## src/assert_macros.svh

```systemverilog
// assertion helpers shared by the rtl
`ifndef ASSERT_MACROS_SVH
`define ASSERT_MACROS_SVH

// checked on every rising edge while out of reset
`define TSD_ASSERT(name, clk, rstn, prop) \
  name: assert property (@(posedge clk) disable iff (!rstn) prop) \
    else $error("tsd assertion failed");

// checked on every rising edge, reset included
`define TSD_ASSERT_ALWAYS(name, clk, prop) \
  name: assert property (@(posedge clk) prop) \
    else $error("tsd assertion failed during reset");

`endif

```

## src/tsd_pkg.sv

```systemverilog
package tsd_pkg;

  // telnet protocol bytes
  localparam logic [7:0] IAC  = 8'd255;
  localparam logic [7:0] SE   = 8'd240;
  localparam logic [7:0] SB   = 8'd250;
  localparam logic [7:0] WILL = 8'd251;
  localparam logic [7:0] WONT = 8'd252;
  localparam logic [7:0] DO   = 8'd253;
  localparam logic [7:0] DONT = 8'd254;

  // result kinds
  localparam logic [2:0] KIND_DATA    = 3'd0;
  localparam logic [2:0] KIND_CMD     = 3'd1;
  localparam logic [2:0] KIND_NEG     = 3'd2;
  localparam logic [2:0] KIND_SB_DATA = 3'd3;
  localparam logic [2:0] KIND_SB_END  = 3'd4;

  // default depth of the result queue
  localparam int unsigned RES_FIFO_DEPTH = 4;

  typedef struct packed {
    logic [2:0] kind;
    logic [1:0] verb;
    logic [7:0] option;
    logic [7:0] value;
    logic       last;
  } res_t;

endpackage

```

## src/telnet_stream_deframer_unit.sv

```systemverilog
// channel | signals                                   | direction
// --------+-------------------------------------------+----------
// input   | in_valid_i, in_ready_o, in_byte_i          | in
// output  | out_valid_o, out_ready_i, kind_o, verb_o,  | out
//         | option_o, value_o, last_o                  |
//
// one byte is taken per cycle while the result queue has room for two items
// each byte is parsed in the cycle it is taken and its results enter the queue
// the queue head is presented directly from storage, with no output register
// a stalled output only blocks input once the queue has fewer than two free slots
// reset clears the parse phase, held verb and option, and empties the queue
`include "assert_macros.svh"

module telnet_stream_deframer_unit #(
  parameter int unsigned Depth = tsd_pkg::RES_FIFO_DEPTH
) (
  input  logic       clk_i,
  input  logic       rst_ni,
  input  logic       in_valid_i,
  output logic       in_ready_o,
  input  logic [7:0] in_byte_i,
  output logic       out_valid_o,
  input  logic       out_ready_i,
  output logic [2:0] kind_o,
  output logic [1:0] verb_o,
  output logic [7:0] option_o,
  output logic [7:0] value_o,
  output logic       last_o
);
  import tsd_pkg::*;

  localparam int unsigned PtrW = (Depth > 1) ? $clog2(Depth) : 1;
  localparam int unsigned CntW = $clog2(Depth + 1);

  // parse phases
  localparam logic [2:0] PH_DATA   = 3'd0;
  localparam logic [2:0] PH_IAC    = 3'd1;
  localparam logic [2:0] PH_NEGOPT = 3'd2;
  localparam logic [2:0] PH_SBOPT  = 3'd3;
  localparam logic [2:0] PH_SBDATA = 3'd4;
  localparam logic [2:0] PH_SBIAC  = 3'd5;

  logic [2:0] phase_q, phase_d;
  logic [1:0] verb_q, verb_d;
  logic [7:0] opt_q, opt_d;

  res_t       res0, res1;
  logic [1:0] n_res;

  res_t            fifo_q [Depth];
  logic [PtrW-1:0] wr_ptr_q, rd_ptr_q, wr_ptr1, wr_ptr2, rd_ptr_nxt;
  logic [CntW-1:0] count_q, count_d;

  logic acc, pop;

  // room for the worst case of two results
  assign in_ready_o = (count_q <= CntW'(Depth - 2));
  assign acc        = in_valid_i && in_ready_o;
  assign out_valid_o = (count_q != '0);
  assign pop        = out_valid_o && out_ready_i;

  // byte parser
  always_comb begin
    phase_d = phase_q;
    verb_d  = verb_q;
    opt_d   = opt_q;
    n_res   = 2'd0;
    res0    = '0;
    res1    = '0;
    case (phase_q)
      PH_IAC: begin
        if (in_byte_i inside {[WILL:DONT]}) begin
          verb_d  = 2'(in_byte_i - WILL);
          phase_d = PH_NEGOPT;
        end else if (in_byte_i == SB) begin
          phase_d = PH_SBOPT;
        end else begin
          phase_d    = PH_DATA;
          n_res      = 2'd1;
          res0.kind  = KIND_CMD;
          res0.value = in_byte_i;
          res0.last  = 1'b1;
        end
      end
      PH_NEGOPT: begin
        phase_d     = PH_DATA;
        n_res       = 2'd1;
        res0.kind   = KIND_NEG;
        res0.verb   = verb_q;
        res0.option = in_byte_i;
        res0.last   = 1'b1;
      end
      PH_SBOPT: begin
        opt_d   = in_byte_i;
        phase_d = PH_SBDATA;
      end
      PH_SBDATA: begin
        if (in_byte_i == IAC) begin
          phase_d = PH_SBIAC;
        end else begin
          n_res       = 2'd1;
          res0.kind   = KIND_SB_DATA;
          res0.option = opt_q;
          res0.value  = in_byte_i;
          res0.last   = 1'b1;
        end
      end
      PH_SBIAC: begin
        if (in_byte_i == SE) begin
          phase_d     = PH_DATA;
          n_res       = 2'd1;
          res0.kind   = KIND_SB_END;
          res0.option = opt_q;
          res0.last   = 1'b1;
        end else begin
          // escaped byte: both bytes go out raw as payload
          phase_d     = PH_SBDATA;
          n_res       = 2'd2;
          res0.kind   = KIND_SB_DATA;
          res0.option = opt_q;
          res0.value  = IAC;
          res1.kind   = KIND_SB_DATA;
          res1.option = opt_q;
          res1.value  = in_byte_i;
          res1.last   = 1'b1;
        end
      end
      default: begin
        // plain data, unused codes included
        if (in_byte_i == IAC) begin
          phase_d = PH_IAC;
        end else begin
          phase_d    = PH_DATA;
          n_res      = 2'd1;
          res0.kind  = KIND_DATA;
          res0.value = in_byte_i;
          res0.last  = 1'b1;
        end
      end
    endcase
  end

  // queue pointers with wrap at any depth
  assign wr_ptr1    = (wr_ptr_q == PtrW'(Depth - 1)) ? '0 : wr_ptr_q + 1'b1;
  assign wr_ptr2    = (wr_ptr1 == PtrW'(Depth - 1)) ? '0 : wr_ptr1 + 1'b1;
  assign rd_ptr_nxt = (rd_ptr_q == PtrW'(Depth - 1)) ? '0 : rd_ptr_q + 1'b1;

  always_comb begin
    count_d = count_q - CntW'(pop);
    if (acc) begin
      count_d = count_d + CntW'(n_res);
    end
  end

  always_ff @(posedge clk_i or negedge rst_ni) begin
    if (!rst_ni) begin
      phase_q  <= PH_DATA;
      verb_q   <= '0;
      opt_q    <= '0;
      wr_ptr_q <= '0;
      rd_ptr_q <= '0;
      count_q  <= '0;
    end else begin
      if (acc) begin
        phase_q <= phase_d;
        verb_q  <= verb_d;
        opt_q   <= opt_d;
        if (n_res == 2'd1) begin
          wr_ptr_q <= wr_ptr1;
        end else if (n_res == 2'd2) begin
          wr_ptr_q <= wr_ptr2;
        end
      end
      if (pop) begin
        rd_ptr_q <= rd_ptr_nxt;
      end
      count_q <= count_d;
    end
  end

  // queue storage, payload only
  always_ff @(posedge clk_i) begin
    if (acc && (n_res != 2'd0)) begin
      fifo_q[wr_ptr_q] <= res0;
    end
    if (acc && (n_res == 2'd2)) begin
      fifo_q[wr_ptr1] <= res1;
    end
  end

  assign kind_o   = fifo_q[rd_ptr_q].kind;
  assign verb_o   = fifo_q[rd_ptr_q].verb;
  assign option_o = fifo_q[rd_ptr_q].option;
  assign value_o  = fifo_q[rd_ptr_q].value;
  assign last_o   = fifo_q[rd_ptr_q].last;

  `TSD_ASSERT(a_count_bound, clk_i, rst_ni, count_q <= CntW'(Depth))
  `TSD_ASSERT(a_escape_pair, clk_i, rst_ni,
    (acc && phase_q == PH_SBIAC && in_byte_i != SE) |=>
      ((count_q + CntW'($past(pop))) == ($past(count_q) + CntW'(2))))
  `TSD_ASSERT(a_pair_whole, clk_i, rst_ni,
    (out_valid_o && !last_o) |-> (count_q >= CntW'(2)))
  `TSD_ASSERT_ALWAYS(a_reset_empty, clk_i, !rst_ni |=> (count_q == '0))

endmodule
```

## config.mk

```make
export PLATFORM = sky130hd
export DESIGN_NAME = telnet_stream_deframer_unit
export DESIGN_NICKNAME = d
export VERILOG_FILES = /design/src/tsd_pkg.sv /design/src/telnet_stream_deframer_unit.sv
export VERILOG_INCLUDE_DIRS = /design/src /design/src/src
export SDC_FILE = /design/constraint.sdc
export NUM_CORES = 1
export LEC_CHECK = 0
export BUFFER_PORTS_ARGS = -buffer_cell sky130_fd_sc_hd__buf_2
export CAP_MARGIN = 15
export CORE_MARGIN = 1.5
export CORE_UTILIZATION = 40
export CTS_CLUSTER_SIZE = 25
export DETAILED_ROUTE_END_ITERATION = 12
export HOLD_SLACK_MARGIN = 0.03
export PLACE_DENSITY_LB_ADDON = 0.25
export SYNTH_ARGS = -nofsm -noshare
export SYNTH_HDL_FRONTEND = slang
export SYNTH_SLANG_ARGS = --single-unit
```

## constraint.sdc

```tcl
create_clock -name clk_i -period 8.6 [get_ports clk_i]
set_input_delay 0.43 -clock clk_i [delete_from_list [all_inputs] [get_ports clk_i]]
set_output_delay 0.43 -clock clk_i [all_outputs]
set_load 0.005 [all_outputs]
```

==> impl_metrics.env <==
export IMPL_detail_route_antenna_nets=0
export IMPL_rr_startpoint="phase_q[0]"
export IMPL_wl_um=14900
export IMPL_cp_end_kind="flip-flop"
export IMPL_synth_top_cell_by_area="edfxtp_1"
export IMPL_yosys_warnings=0
export IMPL_cts_htree_levels=3
export IMPL_grt_usage_pct=20.0
export IMPL_maxSlewHeadroom_pct=25.6
export IMPL_num_io_pins=36
export IMPL_cts_buffers=9
export IMPL_clock_tree_root_cell="clkbuf_16"
export IMPL_synth_compound_area_share_pct=19.3
export IMPL_die_area_um2=15500
export IMPL_ctsHoldBuffers=0
export IMPL_path_delay_family="simple AND/OR/NAND/NOR gates"
export IMPL_crit_type="flip-flop to flip-flop"
export IMPL_tightestPinTransition_ns=1.11
export IMPL_regToRegSetupSlack_ns=4.73
export IMPL_skew_ns=0.0104
export IMPL_status="finished clean"
export IMPL_cp_max_fo=18
export IMPL_antenna_found_initial=0
export IMPL_syn_to_final_growth_pct=10.1
export IMPL_path_buf_inv=0
export IMPL_cts_tree="done"
export IMPL_sw_frac_of_total_pct=32.8
export IMPL_required_ns=8.80
export IMPL_max_freq_mhz=258
export IMPL_synth_main_ff_cell="edfxtp_1"
export IMPL_crit_slowest_cell="nor4_4"
export IMPL_clockBufferDepth=2
export IMPL_p_comb_share_pct=32.0
export IMPL_layout_drive_gt1_share_pct=21.3
export IMPL_finalWorstSetupSlack_ns=4.73
export IMPL_fin_crit_ns=3.87
export IMPL_reg2regPathDepth=8
export IMPL_fillerInstances=1317
export IMPL_yosys_top_cells_area="edfxtp_1 (39%), dfrtp_1 (8.5%), mux4_2 (8.4%)"
export IMPL_clk_pin_slew_ns=0.08
export IMPL_placement_io_buffers=35
export IMPL_die_h_um=125
export IMPL_synthXorXnorAreaFrac_pct=0.444
export IMPL_vias_per_cell=6.18
export IMPL_timing_hold_violations_final=0
export IMPL_setup_viol=0
export IMPL_dieWidth_um=125
export IMPL_grt_max_degree=29
export IMPL_dr_pass1_iters=5
export IMPL_cp_start_kind="flip-flop"
export IMPL_wl_per_cell_um=22.1
export IMPL_drt_iter0_drc=539
export IMPL_gp_congestion=0.835
export IMPL_synthMuxAreaShare_pct=10.7
export IMPL_clock_latency_ns=0.36
export IMPL_layout_nets=514
export IMPL_start_util_pct=40.9
export IMPL_synthesis_area_um2=5920
export IMPL_ys_seq_area_share_pct=51.1
export IMPL_cts_setup_buffers=0
export IMPL_fin_tns_setup_ns=0
export IMPL_max_stage_delay_ns=0.91
export IMPL_post_cts_resized=0
export IMPL_p_int_uw=1080
export IMPL_r2r_end="fifo_q[3][4]"
export IMPL_synthCells=462
export IMPL_critPathArrivalTime_ns=4.07
export IMPL_maxCapViolCount=0
export IMPL_synth_common_cells="edfxtp_1 (76), nand2_1 (57), a22o_1 (40)"
export IMPL_synth_async_reset_ratio_pct=18.5
export IMPL_synth_fa_ha_area_share_pct=3.93
export IMPL_ys_ff_latch=108
export IMPL_overflow=0
export IMPL_yosys_area_top_type_share_pct=38.6
export IMPL_path_cells="or3b_2 > a41oi_4 > o32ai_2 > ha_1 > and2_1 > nor4_4 > nand2_1 > o211ai_1"
export IMPL_grt_pass1_wl_um=23700
export IMPL_grt_pass1_vias=4196
export IMPL_num_vias=4157
export IMPL_avgSynthCellArea_um2=12.8
export IMPL_peakVddDrop_mv=0.0996
export IMPL_slew_viol_final=0
export IMPL_antennaDiodeCount=0
export IMPL_power_frac_clock_pct=25.9
export IMPL_fin_crit_sh_pct=45.0
export IMPL_coreArea_um2=14500
export IMPL_p_switching_uw=525
export IMPL_yosysMostFrequentCell="edfxtp_1"
export IMPL_rows=44
export IMPL_leakagePower_uw=0.00244
export IMPL_drc_errors=0
export IMPL_synth_simple_gate_area_share_pct=10.4
export IMPL_rsz0062_at_grt="false"
export IMPL_synth_top_family_by_area="compound AO/OA/AOI/OAI gates"
export IMPL_pwr_share_seq_pct=42.1
export IMPL_clock_sinks=108
export IMPL_ys_types=59
export IMPL_place_ws_ns=4.22
export IMPL_dp_hpwl_um=10100
export IMPL_power_density_nw_per_um2=246
export IMPL_min_path_type="input pin to asynchronous set/reset pin"
export IMPL_synth_edf_count=76
export IMPL_syn_nets=492
## state kept, by name (all words and copies together) (netlist names)
signal / flops
rd_ptr_q: 2
phase_q: 3
count_q: 3
wr_ptr_q: 2
fifo_q: 88
verb_q: 2
opt_q: 8
## worst max-delay path by stage
stage               slack (ns)           end  cells after the start          from
global placement          4.28  fifo_q[2][2]                     11  in_byte_i[0]
floorplan                 5.50  fifo_q[2][4]                     11  in_byte_i[0]
CTS                       4.55  fifo_q[2][4]                      8    phase_q[0]
global route              4.45  fifo_q[3][4]                      8    phase_q[0]
detailed placement        4.22  fifo_q[2][4]                     11  in_byte_i[0]
finish                    4.73  fifo_q[3][4]                      8    phase_q[0]
## cell usage in the layout (no fill, tap or decap), types with 8 or more instances in the layout
cell	count
clkbuf_16	9
a21o_1	10
o221ai_1	24
a32o_1	8
dfrtp_1	20
mux4_2	22
o21ai_0	18
a22o_1	40
buf_2	35
ha_1	17
dfxtp_1	12
edfxtp_1	76
mux2_2	12
inv_1	21
nand2_1	57
## power groups by stage
stage | Sequential [uW] | Combinational, uW | Clock (uW)
floorplan | 663 | 365 | 0
global placement | 701 | 479 | 0
detailed placement | 706 | 486 | 0
CTS | 694 | 487 | 419
global route | 683 | 568 | 442
finish | 674 | 513 | 415
## worst reg2reg max path: cells and delay by family, from the launching register on
family | cells | cell delay (ns)
compound gates | 3 | 0.70
flops | 1 | 0.59
fa+ha+maj | 1 | 0.31
simple gates | 4 | 2.13
## routing by layer
metal / track usage (%) / routed length [um]
met1: 25.1 / 6040
met2: 32.9 / 7420
met3: 4.17 / 1010
met4: 9.94 / 419
met5: 0 / 0
## layout make-up
class	instances	area [um2]	share of cell area, %
clock buffer	12	236	3.63
clock inverter	4	50.0	0.768
inverter	23	86.3	1.33
multi-input combinational	302	2650	40.6
sequential	108	3020	46.4
tap	184	230	3.54
timing repair buffer	40	240	3.69
## metrics by stage
step           area (um2)  util (%)  instances  power [uW]  hold slack, ns
4_1_cts              6460      44.6        670        1600          0.0673
6_report             6510      45.0        673        1600          0.0495
3_5_place_dp         6180      42.7        654        1190           0.449
2_1_floorplan        5920         -        462        1030           0.134
5_1_grt              6510      45.0        673        1690          0.0854
3_3_place_gp         6180      42.7        654        1180           0.442
## cell families after synthesis
group                    Yosys count
AND/OR/NAND/NOR                  112
XOR/XNOR                           3
adder cells (fa/ha/maj)           18
buffers and inverters             52
multiplexers                      34
flip-flops                       108
AO/OA/AOI/OAI                    135
(Power assumes the default switching activity.)
